<file path="config.mk">
export PLATFORM = sky130hd
export DESIGN_NAME = predictive_hysteresis_thermostat_unit_flat
export DESIGN_NICKNAME = d
export VERILOG_FILES = /design/src/phtu_pkg.sv /design/src/phtu_stream_if.sv /design/src/predictive_hysteresis_thermostat_unit.sv /design/src/phtu_controller.sv /design/src/phtu_datapath.sv /design/src/flat_wrapper.sv
export SDC_FILE = /design/constraint.sdc
export NUM_CORES = 2
export LEC_CHECK = 0
export BUFFER_PORTS_ARGS = -buffer_cell sky130_fd_sc_hd__buf_2
export CORE_MARGIN = 2
export CORE_UTILIZATION = 59
export CTS_CLUSTER_DIAMETER = 200
export DETAILED_ROUTE_END_ITERATION = 10
export PLACE_DENSITY = 0.78
export SLEW_MARGIN = 25
export SYNTH_ARGS = -nofsm -noshare
export SYNTH_HDL_FRONTEND = slang
export SYNTH_SLANG_ARGS = --single-unit
export TNS_END_PERCENT = 50
</file>
<file path="constraint.sdc">
create_clock -name clk -period 10.15 [get_ports clk]
set_clock_uncertainty 0.05 [all_clocks]
set_input_delay 3.045 -clock clk [delete_from_list [all_inputs] [get_ports clk]]
set_output_delay 3.045 -clock clk [all_outputs]
set_load 0.02 [all_outputs]
</file>
<file path="src/phtu_pkg.sv">
package phtu_pkg;

  localparam int TIME_W     = 40;
  localparam int TEMP_W     = 16;
  localparam int MIN_W      = 20;
  localparam int MAX_W      = 27;
  localparam int FACTOR_W   = 9;
  localparam int CFG_IDX_W  = 3;
  localparam int CFG_DATA_W = 27;

  // Radix-4 restoring divider: two quotient bits per cycle over a 56-bit dividend.
  localparam int DIV_STEPS  = 28;
  localparam int DIV_CNT_W  = 5;

  localparam logic [CFG_IDX_W-1:0] CFG_BAND_LOW    = 3'd0;
  localparam logic [CFG_IDX_W-1:0] CFG_BAND_HIGH   = 3'd1;
  localparam logic [CFG_IDX_W-1:0] CFG_MIN_INTERVAL = 3'd2;
  localparam logic [CFG_IDX_W-1:0] CFG_MAX_INTERVAL = 3'd3;
  localparam logic [CFG_IDX_W-1:0] CFG_WAIT_FACTOR  = 3'd4;

  localparam logic signed [TEMP_W-1:0] BAND_LOW_RST     = 16'sd22963;
  localparam logic signed [TEMP_W-1:0] BAND_HIGH_RST    = 16'sd23117;
  localparam logic [MIN_W-1:0]         MIN_INTERVAL_RST = 20'd20000;
  localparam logic [MAX_W-1:0]         MAX_INTERVAL_RST = 27'd1000000;
  localparam logic [FACTOR_W-1:0]      WAIT_FACTOR_RST  = 9'd102;

  localparam logic [1:0] CMD_NONE = 2'd0;
  localparam logic [1:0] CMD_ON   = 2'd1;
  localparam logic [1:0] CMD_OFF  = 2'd2;

  localparam logic MODE_STATUS = 1'b0;
  localparam logic MODE_TICK   = 1'b1;

  typedef struct packed {
    logic                     mode;
    logic [TIME_W-1:0]        now_time;
    logic [TIME_W-1:0]        sample_time;
    logic signed [TEMP_W-1:0] temperature;
    logic                     heater_reported;
  } in_item_t;

  typedef struct packed {
    logic [1:0]        command;
    logic              poll_request;
    logic [TIME_W-1:0] next_wait;
  } out_item_t;

  typedef enum logic [3:0] {
    S_IDLE, S_EVAL, S_MUL_A, S_MUL_B, S_ACC_B, S_DIV,
    S_MUL_C, S_MUL_D, S_ACC_D, S_SAT, S_EMIT
  } state_t;

  typedef enum logic [3:0] {
    OP_NONE, OP_LATCH, OP_EVAL, OP_MUL_A, OP_MUL_B, OP_ACC_B, OP_DIV,
    OP_MUL_C, OP_MUL_D, OP_ACC_D, OP_SAT, OP_EMIT
  } dp_op_t;

  typedef struct packed {
    dp_op_t op;
  } ctrl_cmd_t;

  typedef struct packed {
    logic need_compute;
    logic out_free;
  } dp_status_t;

endpackage

</file>
<file path="src/phtu_stream_if.sv">
interface phtu_stream_if #(parameter type payload_t = logic) ();
  logic     valid;
  logic     ready;
  payload_t data;

  modport source (output valid, output data, input ready);
  modport sink (input valid, input data, output ready);
endinterface

</file>
<file path="src/predictive_hysteresis_thermostat_unit.sv">
// A time tick, or a status request that needs no prediction, goes from the evaluation
// state straight to the emit state; a status request that runs the prediction first
// passes the multiply, divide and saturate states. The radix-4 divider and the shared
// 28 x 20 multiplier serve one request at a time; a new one is taken once it is emitted.
// Reset (rst, synchronous, active high) restores the register defaults and clears all
// history, leaving the heater counted as commanded off at time zero.
module predictive_hysteresis_thermostat_unit (
  input  logic                            clk,
  input  logic                            rst,
  phtu_stream_if.sink                     in_ch,
  phtu_stream_if.source                   out_ch,
  input  logic                            cfg_we,
  input  logic [phtu_pkg::CFG_IDX_W-1:0]  cfg_index,
  input  logic [phtu_pkg::CFG_DATA_W-1:0] cfg_data
);

  // The controller sequences one request at a time. A tick is decided in the
  // evaluation state alone: the command is checked against the hysteresis band and the
  // minimum command spacing, and a poll is raised once the clamped wait has run out
  // since the last status was received, and min_interval since the last poll.
  //
  // A status request that is newer than the stored sample, and that is heading
  // toward the active band edge, runs the prediction:
  //   1. |edge - temperature| * dt, built from two 16 x 20 partial products,
  //   2. divided by |temperature change| two quotient bits per cycle,
  //   3. scaled by wait_factor in two 28 x 9 partial products, shifted down by 8,
  //   4. saturated to 40 bits and stored as the estimated wait.
  // All multiplications share one multiplier in the datapath.
  //
  // The result sits in an output register, so a new request is taken while an
  // earlier result still waits for the sink; the controller only stalls at the end
  // of a request if that register is still occupied.

  phtu_pkg::ctrl_cmd_t  cmd;
  phtu_pkg::dp_status_t status;

  // A request is taken only while the controller is idle.
  assign in_ch.ready = (cmd.op == phtu_pkg::OP_LATCH);

  phtu_controller u_ctrl (
    .clk      (clk),
    .rst      (rst),
    .in_valid (in_ch.valid),
    .status   (status),
    .cmd      (cmd)
  );

  phtu_datapath u_dp (
    .clk       (clk),
    .rst       (rst),
    .cmd       (cmd),
    .status    (status),
    .cfg_we    (cfg_we),
    .cfg_index (cfg_index),
    .cfg_data  (cfg_data),
    .in_data   (in_ch.data),
    .out_data  (out_ch.data),
    .out_valid (out_ch.valid),
    .out_ready (out_ch.ready)
  );

endmodule

</file>
<file path="src/phtu_controller.sv">
module phtu_controller (
  input  logic                   clk,
  input  logic                   rst,
  input  logic                   in_valid,
  input  phtu_pkg::dp_status_t   status,
  output phtu_pkg::ctrl_cmd_t    cmd
);

  phtu_pkg::state_t state, state_next;
  logic [phtu_pkg::DIV_CNT_W-1:0] div_count;
  logic div_last;

  assign div_last = (div_count == phtu_pkg::DIV_CNT_W'(phtu_pkg::DIV_STEPS - 1));

  always_ff @(posedge clk) begin
    if (rst) begin
      state <= phtu_pkg::S_IDLE;
    end else begin
      state <= state_next;
    end
  end

  always_ff @(posedge clk) begin
    if (rst) begin
      div_count <= '0;
    end else if (state == phtu_pkg::S_DIV) begin
      div_count <= div_count + 1'b1;
    end else begin
      div_count <= '0;
    end
  end

  always_comb begin
    state_next = state;
    case (state)
      phtu_pkg::S_IDLE: begin
        if (in_valid) state_next = phtu_pkg::S_EVAL;
      end
      phtu_pkg::S_EVAL: begin
        state_next = status.need_compute ? phtu_pkg::S_MUL_A : phtu_pkg::S_EMIT;
      end
      phtu_pkg::S_MUL_A: state_next = phtu_pkg::S_MUL_B;
      phtu_pkg::S_MUL_B: state_next = phtu_pkg::S_ACC_B;
      phtu_pkg::S_ACC_B: state_next = phtu_pkg::S_DIV;
      phtu_pkg::S_DIV: begin
        if (div_last) state_next = phtu_pkg::S_MUL_C;
      end
      phtu_pkg::S_MUL_C: state_next = phtu_pkg::S_MUL_D;
      phtu_pkg::S_MUL_D: state_next = phtu_pkg::S_ACC_D;
      phtu_pkg::S_ACC_D: state_next = phtu_pkg::S_SAT;
      phtu_pkg::S_SAT:   state_next = phtu_pkg::S_EMIT;
      phtu_pkg::S_EMIT: begin
        if (status.out_free) state_next = phtu_pkg::S_IDLE;
      end
      default: state_next = phtu_pkg::S_IDLE;
    endcase
  end

  always_comb begin
    cmd.op = phtu_pkg::OP_NONE;
    case (state)
      phtu_pkg::S_IDLE:  cmd.op = phtu_pkg::OP_LATCH;
      phtu_pkg::S_EVAL:  cmd.op = phtu_pkg::OP_EVAL;
      phtu_pkg::S_MUL_A: cmd.op = phtu_pkg::OP_MUL_A;
      phtu_pkg::S_MUL_B: cmd.op = phtu_pkg::OP_MUL_B;
      phtu_pkg::S_ACC_B: cmd.op = phtu_pkg::OP_ACC_B;
      phtu_pkg::S_DIV:   cmd.op = phtu_pkg::OP_DIV;
      phtu_pkg::S_MUL_C: cmd.op = phtu_pkg::OP_MUL_C;
      phtu_pkg::S_MUL_D: cmd.op = phtu_pkg::OP_MUL_D;
      phtu_pkg::S_ACC_D: cmd.op = phtu_pkg::OP_ACC_D;
      phtu_pkg::S_SAT:   cmd.op = phtu_pkg::OP_SAT;
      phtu_pkg::S_EMIT:  cmd.op = phtu_pkg::OP_EMIT;
      default:           cmd.op = phtu_pkg::OP_NONE;
    endcase
  end

endmodule

</file>
<file path="src/phtu_datapath.sv">
module phtu_datapath (
  input  logic                                clk,
  input  logic                                rst,
  input  phtu_pkg::ctrl_cmd_t                 cmd,
  output phtu_pkg::dp_status_t                status,
  input  logic                                cfg_we,
  input  logic [phtu_pkg::CFG_IDX_W-1:0]      cfg_index,
  input  logic [phtu_pkg::CFG_DATA_W-1:0]     cfg_data,
  input  phtu_pkg::in_item_t                  in_data,
  output phtu_pkg::out_item_t                 out_data,
  output logic                                out_valid,
  input  logic                                out_ready
);

  // Configuration.
  logic signed [15:0] band_low, band_high;
  logic [19:0]        min_interval;
  logic [26:0]        max_interval;
  logic [8:0]         wait_factor;

  // Request under work.
  phtu_pkg::in_item_t item;

  // Controller state.
  logic               have_prev, prev_rep, heater_on;
  logic signed [15:0] prev_temp;
  logic [39:0]        prev_st, est_wait, last_rx, last_cmd, last_req;

  // Prediction working registers.
  logic [15:0] an, ad, rem;
  logic [39:0] dt;
  logic [47:0] prod;
  logic [64:0] acc;
  logic [1:0]  res_command;
  logic        res_poll;

  // Combinational helpers.
  logic [16:0] band_edge, num, den, num_neg, den_neg;
  logic [15:0] num_mag, den_mag;
  logic        newer, zero_case, is_tick, cmd_due, poll_due;
  logic [1:0]  cmd_code;
  logic [39:0] wait_c;
  logic [27:0] mul_x;
  logic [19:0] mul_y;
  logic [47:0] mul_p;
  logic [16:0] r1, r1d, r2, r2d;
  logic        ge1, ge2;

  assign is_tick   = (item.mode == phtu_pkg::MODE_TICK);
  assign band_edge = heater_on ? {band_high[15], band_high} : {band_low[15], band_low};
  assign num       = band_edge - {item.temperature[15], item.temperature};
  assign den       = {item.temperature[15], item.temperature} - {prev_temp[15], prev_temp};
  assign num_neg   = -num;
  assign den_neg   = -den;
  assign num_mag   = num[16] ? num_neg[15:0] : num[15:0];
  assign den_mag   = den[16] ? den_neg[15:0] : den[15:0];
  assign newer     = !have_prev || (item.sample_time > prev_st);
  // No crossing ahead: no change, already on the edge, or moving away from it.
  assign zero_case = (num == '0) || (den == '0) || (num[16] != den[16]);

  assign status.need_compute = !is_tick && have_prev && newer && !zero_case;
  assign status.out_free     = !out_valid || out_ready;

  always_comb begin
    if (est_wait < {20'b0, min_interval}) begin
      wait_c = {20'b0, min_interval};
    end else if (est_wait > {13'b0, max_interval}) begin
      wait_c = {13'b0, max_interval};
    end else begin
      wait_c = est_wait;
    end
  end

  assign cmd_due  = have_prev &&
                    ({1'b0, item.now_time} >= ({1'b0, last_cmd} + {21'b0, min_interval}));
  assign poll_due = ({1'b0, item.now_time} >= ({1'b0, last_rx} + {1'b0, wait_c})) &&
                    ({1'b0, item.now_time} >= ({1'b0, last_req} + {21'b0, min_interval}));

  always_comb begin
    cmd_code = phtu_pkg::CMD_NONE;
    if (is_tick && cmd_due) begin
      if (prev_temp <= band_low) begin
        if (!prev_rep) cmd_code = phtu_pkg::CMD_ON;
      end else if (prev_temp >= band_high) begin
        if (prev_rep) cmd_code = phtu_pkg::CMD_OFF;
      end
    end
  end

  // Shared multiplier, 28 x 20 bits.
  always_comb begin
    mul_x = '0;
    mul_y = '0;
    case (cmd.op)
      phtu_pkg::OP_MUL_A: begin
        mul_x = {12'b0, an};
        mul_y = dt[19:0];
      end
      phtu_pkg::OP_MUL_B: begin
        mul_x = {12'b0, an};
        mul_y = dt[39:20];
      end
      phtu_pkg::OP_MUL_C: begin
        mul_x = acc[27:0];
        mul_y = {11'b0, wait_factor};
      end
      phtu_pkg::OP_MUL_D: begin
        mul_x = acc[55:28];
        mul_y = {11'b0, wait_factor};
      end
      default: begin
        mul_x = '0;
        mul_y = '0;
      end
    endcase
  end

  assign mul_p = {20'b0, mul_x} * {28'b0, mul_y};

  // Two restoring division steps per cycle; quotient bits shift in at the bottom of acc.
  assign r1  = {rem, acc[55]};
  assign ge1 = (r1 >= {1'b0, ad});
  assign r1d = ge1 ? (r1 - {1'b0, ad}) : r1;
  assign r2  = {r1d[15:0], acc[54]};
  assign ge2 = (r2 >= {1'b0, ad});
  assign r2d = ge2 ? (r2 - {1'b0, ad}) : r2;

  always_ff @(posedge clk) begin
    if (rst) begin
      band_low     <= phtu_pkg::BAND_LOW_RST;
      band_high    <= phtu_pkg::BAND_HIGH_RST;
      min_interval <= phtu_pkg::MIN_INTERVAL_RST;
      max_interval <= phtu_pkg::MAX_INTERVAL_RST;
      wait_factor  <= phtu_pkg::WAIT_FACTOR_RST;
    end else if (cfg_we) begin
      case (cfg_index)
        phtu_pkg::CFG_BAND_LOW:     band_low     <= cfg_data[15:0];
        phtu_pkg::CFG_BAND_HIGH:    band_high    <= cfg_data[15:0];
        phtu_pkg::CFG_MIN_INTERVAL: min_interval <= cfg_data[19:0];
        phtu_pkg::CFG_MAX_INTERVAL: max_interval <= cfg_data[26:0];
        phtu_pkg::CFG_WAIT_FACTOR:  wait_factor  <= cfg_data[8:0];
        default: ;
      endcase
    end
  end

  always_ff @(posedge clk) begin
    if (rst) begin
      have_prev <= 1'b0;
      prev_rep  <= 1'b0;
      heater_on <= 1'b0;
      prev_temp <= '0;
      prev_st   <= '0;
      est_wait  <= '0;
      last_rx   <= '0;
      last_cmd  <= '0;
      last_req  <= '0;
    end else begin
      case (cmd.op)
        phtu_pkg::OP_EVAL: begin
          if (!is_tick) begin
            last_rx <= item.now_time;
            if (newer) begin
              prev_temp <= item.temperature;
              prev_st   <= item.sample_time;
              prev_rep  <= item.heater_reported;
              have_prev <= 1'b1;
              if (have_prev && zero_case) est_wait <= '0;
            end
          end else begin
            if (cmd_code != phtu_pkg::CMD_NONE) begin
              last_cmd  <= item.now_time;
              heater_on <= (cmd_code == phtu_pkg::CMD_ON);
            end
            if (poll_due) last_req <= item.now_time;
          end
        end
        phtu_pkg::OP_SAT: begin
          est_wait <= (acc[64:48] != '0) ? '1 : acc[47:8];
        end
        default: ;
      endcase
    end
  end

  always_ff @(posedge clk) begin
    case (cmd.op)
      phtu_pkg::OP_LATCH: item <= in_data;
      phtu_pkg::OP_EVAL: begin
        an          <= num_mag;
        ad          <= den_mag;
        dt          <= item.sample_time - prev_st;
        res_command <= cmd_code;
        res_poll    <= is_tick && poll_due;
      end
      phtu_pkg::OP_MUL_A: prod <= mul_p;
      phtu_pkg::OP_MUL_B: begin
        acc  <= {17'b0, prod};
        prod <= mul_p;
      end
      phtu_pkg::OP_ACC_B: begin
        acc <= acc + {9'b0, prod[35:0], 20'b0};
        rem <= '0;
      end
      phtu_pkg::OP_DIV: begin
        acc <= {acc[64:56], acc[53:0], ge1, ge2};
        rem <= r2d[15:0];
      end
      phtu_pkg::OP_MUL_C: prod <= mul_p;
      phtu_pkg::OP_MUL_D: begin
        acc  <= {17'b0, prod};
        prod <= mul_p;
      end
      phtu_pkg::OP_ACC_D: acc <= acc + {prod[36:0], 28'b0};
      default: ;
    endcase
  end

  always_ff @(posedge clk) begin
    if (rst) begin
      out_valid <= 1'b0;
    end else if (cmd.op == phtu_pkg::OP_EMIT && status.out_free) begin
      out_valid <= 1'b1;
    end else if (out_ready) begin
      out_valid <= 1'b0;
    end
  end

  always_ff @(posedge clk) begin
    if (cmd.op == phtu_pkg::OP_EMIT && status.out_free) begin
      out_data.command      <= res_command;
      out_data.poll_request <= res_poll;
      out_data.next_wait    <= wait_c;
    end
  end

endmodule

</file>
<file path="src/flat_wrapper.sv">
// flat-port wrapper written by rule: the top's interface ports become plain ports
module predictive_hysteresis_thermostat_unit_flat 
  (clk, rst, cfg_we, cfg_index, cfg_data, in_ch_valid, in_ch_data, in_ch_ready, out_ch_valid, out_ch_data, out_ch_ready);
  phtu_stream_if #(.payload_t(phtu_pkg::in_item_t)) in_ch_i ();
  phtu_stream_if #(.payload_t(phtu_pkg::out_item_t)) out_ch_i ();
  input  logic clk;
  input  logic rst;
  input  logic cfg_we;
  input  logic [phtu_pkg::CFG_IDX_W-1:0] cfg_index;
  input  logic [phtu_pkg::CFG_DATA_W-1:0] cfg_data;
  input wire logic [$bits(in_ch_i.valid)-1:0] in_ch_valid;
  input wire logic [$bits(in_ch_i.data)-1:0] in_ch_data;
  output wire logic [$bits(in_ch_i.ready)-1:0] in_ch_ready;
  output wire logic [$bits(out_ch_i.valid)-1:0] out_ch_valid;
  output wire logic [$bits(out_ch_i.data)-1:0] out_ch_data;
  input wire logic [$bits(out_ch_i.ready)-1:0] out_ch_ready;
  assign in_ch_i.valid = in_ch_valid;
  assign in_ch_i.data = in_ch_data;
  assign in_ch_ready = in_ch_i.ready;
  assign out_ch_valid = out_ch_i.valid;
  assign out_ch_data = out_ch_i.data;
  assign out_ch_i.ready = out_ch_ready;
  predictive_hysteresis_thermostat_unit u_core (.clk(clk), .rst(rst), .in_ch(in_ch_i), .out_ch(out_ch_i), .cfg_we(cfg_we), .cfg_index(cfg_index), .cfg_data(cfg_data));
endmodule
</file>
=== Word level (Yosys, flattened, before mapping) ===
Memories as Yosys holds them, arrays and structs flattened. A register that Yosys moved wholly into a read port is not among the register bits.
Index checks and enable logic that the tools add are counted.

* Bitwise gates (word level): 3
* $lt $le $gt $ge: 10
* Eq/ne operators: 34
* Multiply operators: 1
* Multiplexer cells: 30
* Reductions and logical operators: 45
* Add/sub/neg operators: 13

{| class="wikitable"
|+ Operator list
! cell !! count
|-
| $pmux 65 s4 || 1
|-
| $mux 40 || 6
|-
| $ge 40x41->1 || 3
|-
| $pmux 28 s3 || 1
|-
| $add 40x20->41 || 2
|-
| $pmux 40 s2 || 1
|-
| $add 65x56->65 || 1
|-
| $add 65x65->65 || 1
|-
| $mux 16 || 4
|-
| $pmux 20 s3 || 1
|-
| $mul 28x20->48 || 1
|-
| $pmux 4 s11 || 1
|-
| $add 40x40->41 || 1
|-
| $gt 40x27->1 || 1
|-
| $gt 40x40->1 || 1
|-
| $lt 40x20->1 || 1
|-
| $sub 40x40->40 || 1
|-
| $ge 17x16->1 || 2
|-
| $logic_not 17->1 || 2
|-
| $eq 4x3->1 const B || 8
|-
| $neg 16->16 || 2
|-
| $pmux 16 s2 || 1
|-
| $sub 16x16->16 || 2
|-
| $eq 4x4->1 const B || 7
|-
| 33 further kinds || 84
|}

* Register bits after elaboration: 662
* Bits in read-only memories: 64
* Bits of input ports: 133
* Memories: 1

{| class="wikitable"
|+ Memory list
! memory !! depth !! bits a word !! rd ports !! clocked after memory_dff !! wr ports !! RTL line !! source
|-
| (no name shown) || 16 || 4 || 1 || 1 || 0 || phtu_controller.sv:61 || <nowiki>case (state)</nowiki>
|}

=== Depth between registers and ports, before layout ===
* Depth in word-level cells: 11
* Depth in mapped cells: 39
* Mapped depth without buffers: 37

=== Hierarchy ===
A second synthesis with hierarchy kept.

* Cell total of the unflattened synthesis: 6499
* Area, all modules: 60088.9 µm²

{| class="wikitable"
|+ By module, submodules not included
! module !! cells each !! seq. area each (µm²) !! area each (µm²) !! instances
|-
| phtu_datapath || 6429 || 16525.8 || 59399.5 || 1
|-
| phtu_controller || 69 || 260.2 || 674.4 || 1
|-
| predictive_hysteresis_thermostat_unit || 1 || 0.0 || 15.0 || 1
|}

=== Least setup slack after synthesis ===
OpenSTA, ideal clock, no wires.

* Kind: reg-to-output
* Start point: reg u_core.u_ctrl.cmd[1] (netlist name)
* End point: out in_ch_ready
* Data arrival time: 7547 ps
* Stages on the path, launching flop included: 3
* Required time: 7055 ps
* Path slack: -492 ps
* Cells stage by stage: dfxtp_1 nand2b_1 nor3_1

* Longest elaborated chain between the ends: 1

{| class="wikitable"
|+ Ends and longest elaborated chain
! element !! RTL line !! source
|-
| $eq 4x1->1 || predictive_hysteresis_thermostat_unit.sv:38 || <nowiki>assign in_ch.ready = (cmd.op == phtu_pkg::OP_LATCH);</nowiki>
|-
| end: declaration || flat_wrapper.sv:13 || <nowiki>output wire logic [$bits(in_ch_i.ready)-1:0] in_ch_ready;</nowiki>
|}

No other way between the ends.

=== Final worst setup path ===
* Start point: reg u_core.u_ctrl.cmd[1] (netlist name)
* End point: reg u_core.u_dp.prod[37], data pin

* Longest elaborated chain between the ends: 4

{| class="wikitable"
|+ Ends and longest elaborated chain
! element !! RTL line !! source
|-
| $eq 4x3->1 (tied with other cells) || phtu_datapath.sv:94 || <nowiki>case (cmd.op)</nowiki>
|-
| $reduce_or 2->1 (no source line) || - ||
|-
| $pmux 28 s3 / $pmux 20 s3 (equally long branches) || phtu_datapath.sv:94 ||
|-
| $mul 28x20->48 (*) || phtu_datapath.sv:118 || <nowiki>assign mul_p = {20'b0, mul_x} * {28'b0, mul_y};</nowiki>
|-
| named net u_core.u_dp.mul_p[37] || phtu_datapath.sv:45 || <nowiki>logic [47:0] mul_p;</nowiki>
|-
| end signal: assignment || phtu_datapath.sv:196 || <nowiki>phtu_pkg::OP_MUL_A: prod <= mul_p;</nowiki>
|-
| end signal: assignment || phtu_datapath.sv:199 || <nowiki>prod <= mul_p;</nowiki>
|-
| end signal: assignment || phtu_datapath.sv:209 || <nowiki>phtu_pkg::OP_MUL_C: prod <= mul_p;</nowiki>
|-
| end: declaration || phtu_datapath.sv:32 || <nowiki>logic [47:0] prod;</nowiki>
|}

The timed path passes the listed nets; every way through them passes the cells marked *.
A chain may end at the register's enable or synchronous reset.

==> results.cfg <==
[global_routing]
grt_first_pass_wirelength_um = 276000
gr-total-overflow = 0
grt_util_met3 = 0.0751
first_global_vias = 48600
number_of_antenna_violations_at_the_first_check_in_global_routing = 15
groute.layer.met1.usage = 0.466
global_route.peak_usage_layer = met2
grt_util_met2 = 0.529
grt_max_degree = 163
global_route_usage_sum = 0.345

[sta]
slew_headroom = 0.250
timing.final.max_slew_violations = 0
timing.final.crit_share = 0.944
rsz0062_at_grt = false
fmaxAchievable_ghz = 0.104
setup_total_negative_slack_ns = 0
final.min_clock_period_ns = 9.58
report.final.setup_viol = 0
final-hold-violation-count = 0
worstMarginPinSlew_ns = 1.11

[clocking]
clock_tree_from_tritoncts = yes
ctsHoldBuffers = 0
ctsResizeCount = 0
number_of_buffers_created_by_cts = 78
htree_num_levels = 3
clock_tree_buffer_depth = 3
cts.root.buffer_cell = clkbuf_16
clk_latency_ns = 0.67
cts_post_setup_buffers_inserted = 0
numClockSinks = 666
clkTransAtPathRegs_ns = 0.06

[synthesis]
fraction_of_the_yosys_area_taken_by_sequential_cells = 0.280
number_of_enable_type_register_cells_in_the_synthesized_netlist = 345
netlist.area_leader.share = 0.173
synth.top_cells.by_area = edfxtp_1 (17%), fa_1 (16%), ha_1 (13%)
cell_type_contributing_the_most_total_cell_area_after_synthesis = edfxtp_1
synthesis.instances = 6535
async_reset_ff_frac = 0
synthesis.area_per_instance_um2 = 9.18
yosys_register_bits = 666
synthFlopType = edfxtp_1
yosysWarnings = 0
post_synth_num_cell_types = 96
synth.cell_area_um2 = 60000

[detailed_routing]
routed_via_density = 6.04
detailroute.via_count = 49600
drtIter0Drc = 4839
route.antenna.remaining_nets = 0
route.detailed.drc = 0
firstDrtPassIters = 7
drt-total-wl_um = 180000
avgRoutedWirePerCell_um = 21.9

[setup_path]
highest_net_fanout_along_the_worst_path = 27
timing.reg2reg.worst_path_depth = 27
worst_setup_path_end_kind = flip-flop
worstSetupStartpointType = flip-flop
cp_common_cell = fa_1
cp_data_arrival_time_ns = 9.92
crit-reg2reg-launch = u_core.u_ctrl.cmd[1]
timing.rr.end = u_core.u_dp.prod[37]
reg2reg_setup_slack_ns = 0.57
critical_path.max_stage_delay_ns = 0.60
crit_required_ns = 10.50
critical-path-slowest-cell = o31ai_1
path_class = flip-flop to flip-flop

[pwr]
p_per_area_nw_per_um2 = 282
total_switching_power_mw = 8.70
clock_power_share = 0.153
total_power_mw = 18.5
power_report.internal_total_mw = 9.75
peak_supply_drop_mv = 0.308
sequential_fraction_of_design_power = 0.252
power_frac_comb = 0.595
switching_part_of_the_total = 0.471
cellLeakagePower_nw = 29.4

[run]
max-cap-violations = 0

[die]
i_o_pin_total = 178
die_w_um = 323
placement_rows = 116
dieHeight_um = 323
effective_utilization_at_floorplan = 0.598
design.core.area_um2 = 100000
fp.dieArea_um2 = 104000

[run_status]
status = finished, final reports clean

[hold_path]
worst_hold_path.num_cells = 0
holdPathEnd = u_core.u_dp.out_data[42]
hold_path_class = flip-flop to flip-flop
hold_start = u_core.u_dp.res_command[1]

[cells_and_area]
layout-area-overhead-vs-synth_pct = 8.98
post_route_cells_drive_above_1_share = 0.0632
finalInstanceArea_um2 = 65400
nNetsFinal = 8006
num-fill-cells = 8294

[placed_design]
standard_cell_area_after_detailed_placement_um2 = 62800
port-buffer-count = 177
finalWeightedCongestion = 1.00
post-dp-hpwl_um = 142000
[worst max-delay path, delay by kind of cell (launching register included)]
family                   cells  cell delay (ns)
AND/OR/NAND/NOR              4             1.13
adder cells (fa/ha/maj)      8             3.75
flip-flops                   1             0.49
buffers and inverters        5             0.85
AO/OA/AOI/OAI                9             2.85
XOR/XNOR                     1             0.14
[logic make-up (layout without fill, tap and decap cells)]
logic type      Yosys count  count (layout)  synth area share
simple gates           1889            1889             0.138
compound gates         1369            1369             0.151
fa+ha+maj              1090            1090             0.287
buf+inv                 994            1149            0.0636
flops                   666             666             0.280
xor+xnor                343             343            0.0501
mux                     182             182            0.0306
other cells               2             171          0.000125
[registers in the layout, summed over array words and instances (netlist names), 9 cells and up]
name,count
u_core.u_dp.item,97
u_core.u_dp.acc,65
u_core.u_dp.prod,48
u_core.u_dp.out_data,43
u_core.u_dp.dt,40
u_core.u_dp.est_wait,40
u_core.u_dp.last_cmd,40
u_core.u_dp.last_req,40
u_core.u_dp.last_rx,40
u_core.u_dp.prev_st,40
u_core.u_dp.max_interval,27
u_core.u_dp.min_interval,20
u_core.u_dp.ad,16
u_core.u_dp.an,16
u_core.u_dp.band_high,16
u_core.u_dp.band_low,16
u_core.u_dp.prev_temp,16
u_core.u_dp.rem,16
u_core.u_dp.wait_factor,9
[layout make-up]
cell class,count,area [µm²],area share
antenna,13,32.5,0.000497
clock buffer,102,2180,0.0333
clock inverter,41,358,0.00547
inverter,769,2890,0.0441
multi-input combinational,5031,40100,0.613
sequential,666,16800,0.257
tap,1357,1700,0.0260
timing repair buffer,237,1370,0.0209
[metal layers]
metal  vias up  wire [µm]
li1      22800          -
met1     24000      73000
met2      2368      77700
met3       492      19400
met4         4       9380
met5         -         43
[power by group through the flow]
stage	combinational, mW	sequential [mW]	clock, mW
5_1_grt	12.2	4.65	2.95
6_report	11.0	4.66	2.82
3_3_place_gp	10.2	4.66	0
3_5_place_dp	10.4	4.65	0
2_1_floorplan	8.11	4.21	0
4_1_cts	10.5	4.60	2.85
[stage by stage]
stage / setup slack, ns / hold WS [ns] / util / instances
after floorplan: 1.38 / 0.350 / - / 6691
after global placement: 0.949 / 0.354 / 0.626 / 8060
after detailed placement: 0.768 / 0.356 / 0.626 / 8060
after CTS: 0.720 / 0.382 / 0.651 / 8203
after global routing: 0.0475 / 0.390 / 0.651 / 8213
final: 0.573 / 0.383 / 0.651 / 8216
[worst max-delay path by stage]
stage / from / end / slack, ns / cells past startpoint
floorplan: u_core.u_ctrl.cmd[1] / u_core.u_dp.prod[37] / 1.38 / 33
global placement: u_core.u_ctrl.cmd[2] / u_core.u_dp.prod[37] / 0.95 / 30
detailed placement: u_core.u_ctrl.cmd[2] / u_core.u_dp.prod[37] / 0.77 / 27
CTS: u_core.u_ctrl.cmd[1] / u_core.u_dp.prod[39] / 0.72 / 25
global route: u_core.u_ctrl.cmd[1] / u_core.u_dp.prod[39] / 0.05 / 25
finish: u_core.u_ctrl.cmd[1] / u_core.u_dp.prod[37] / 0.57 / 27
[cell usage after synthesis, types with 59 or more instances]
master	count
xnor2_1	203
ha_1	616
o21ai_0	196
nand4_1	76
nor2_1	608
xor2_1	140
inv_1	769
mux2i_1	172
nor3_1	62
a22oi_1	59
clkbuf_1	195
fa_1	474
nand2_1	779
dfxtp_1	321
nand3_1	64
edfxtp_1	345
a21oi_1	426
a21o_1	193
[placed cells by master, fill, tap and decap left out, types with 39 or more instances in the layout]
cell	count
edfxtp_1	345
dfxtp_1	321
a22o_1	43
buf_2	176
a22oi_1	59
nand4_1	76
and3_1	40
and2_1	39
mux2i_1	172
conb_1	158
o21ai_0	195
a21oi_1	426
o21bai_1	49
xor2_1	140
clkbuf_16	81
xnor2_1	203
nor2b_1	43
nand2_1	779
buf_4	58
ha_1	616
nor3_1	58
o2bb2ai_1	43
o21a_1	52
fa_1	474
nor2_1	604
inv_1	768
nand2b_1	52
a21o_1	192
nand3_1	64
Power figures use the tool's default switching activity.
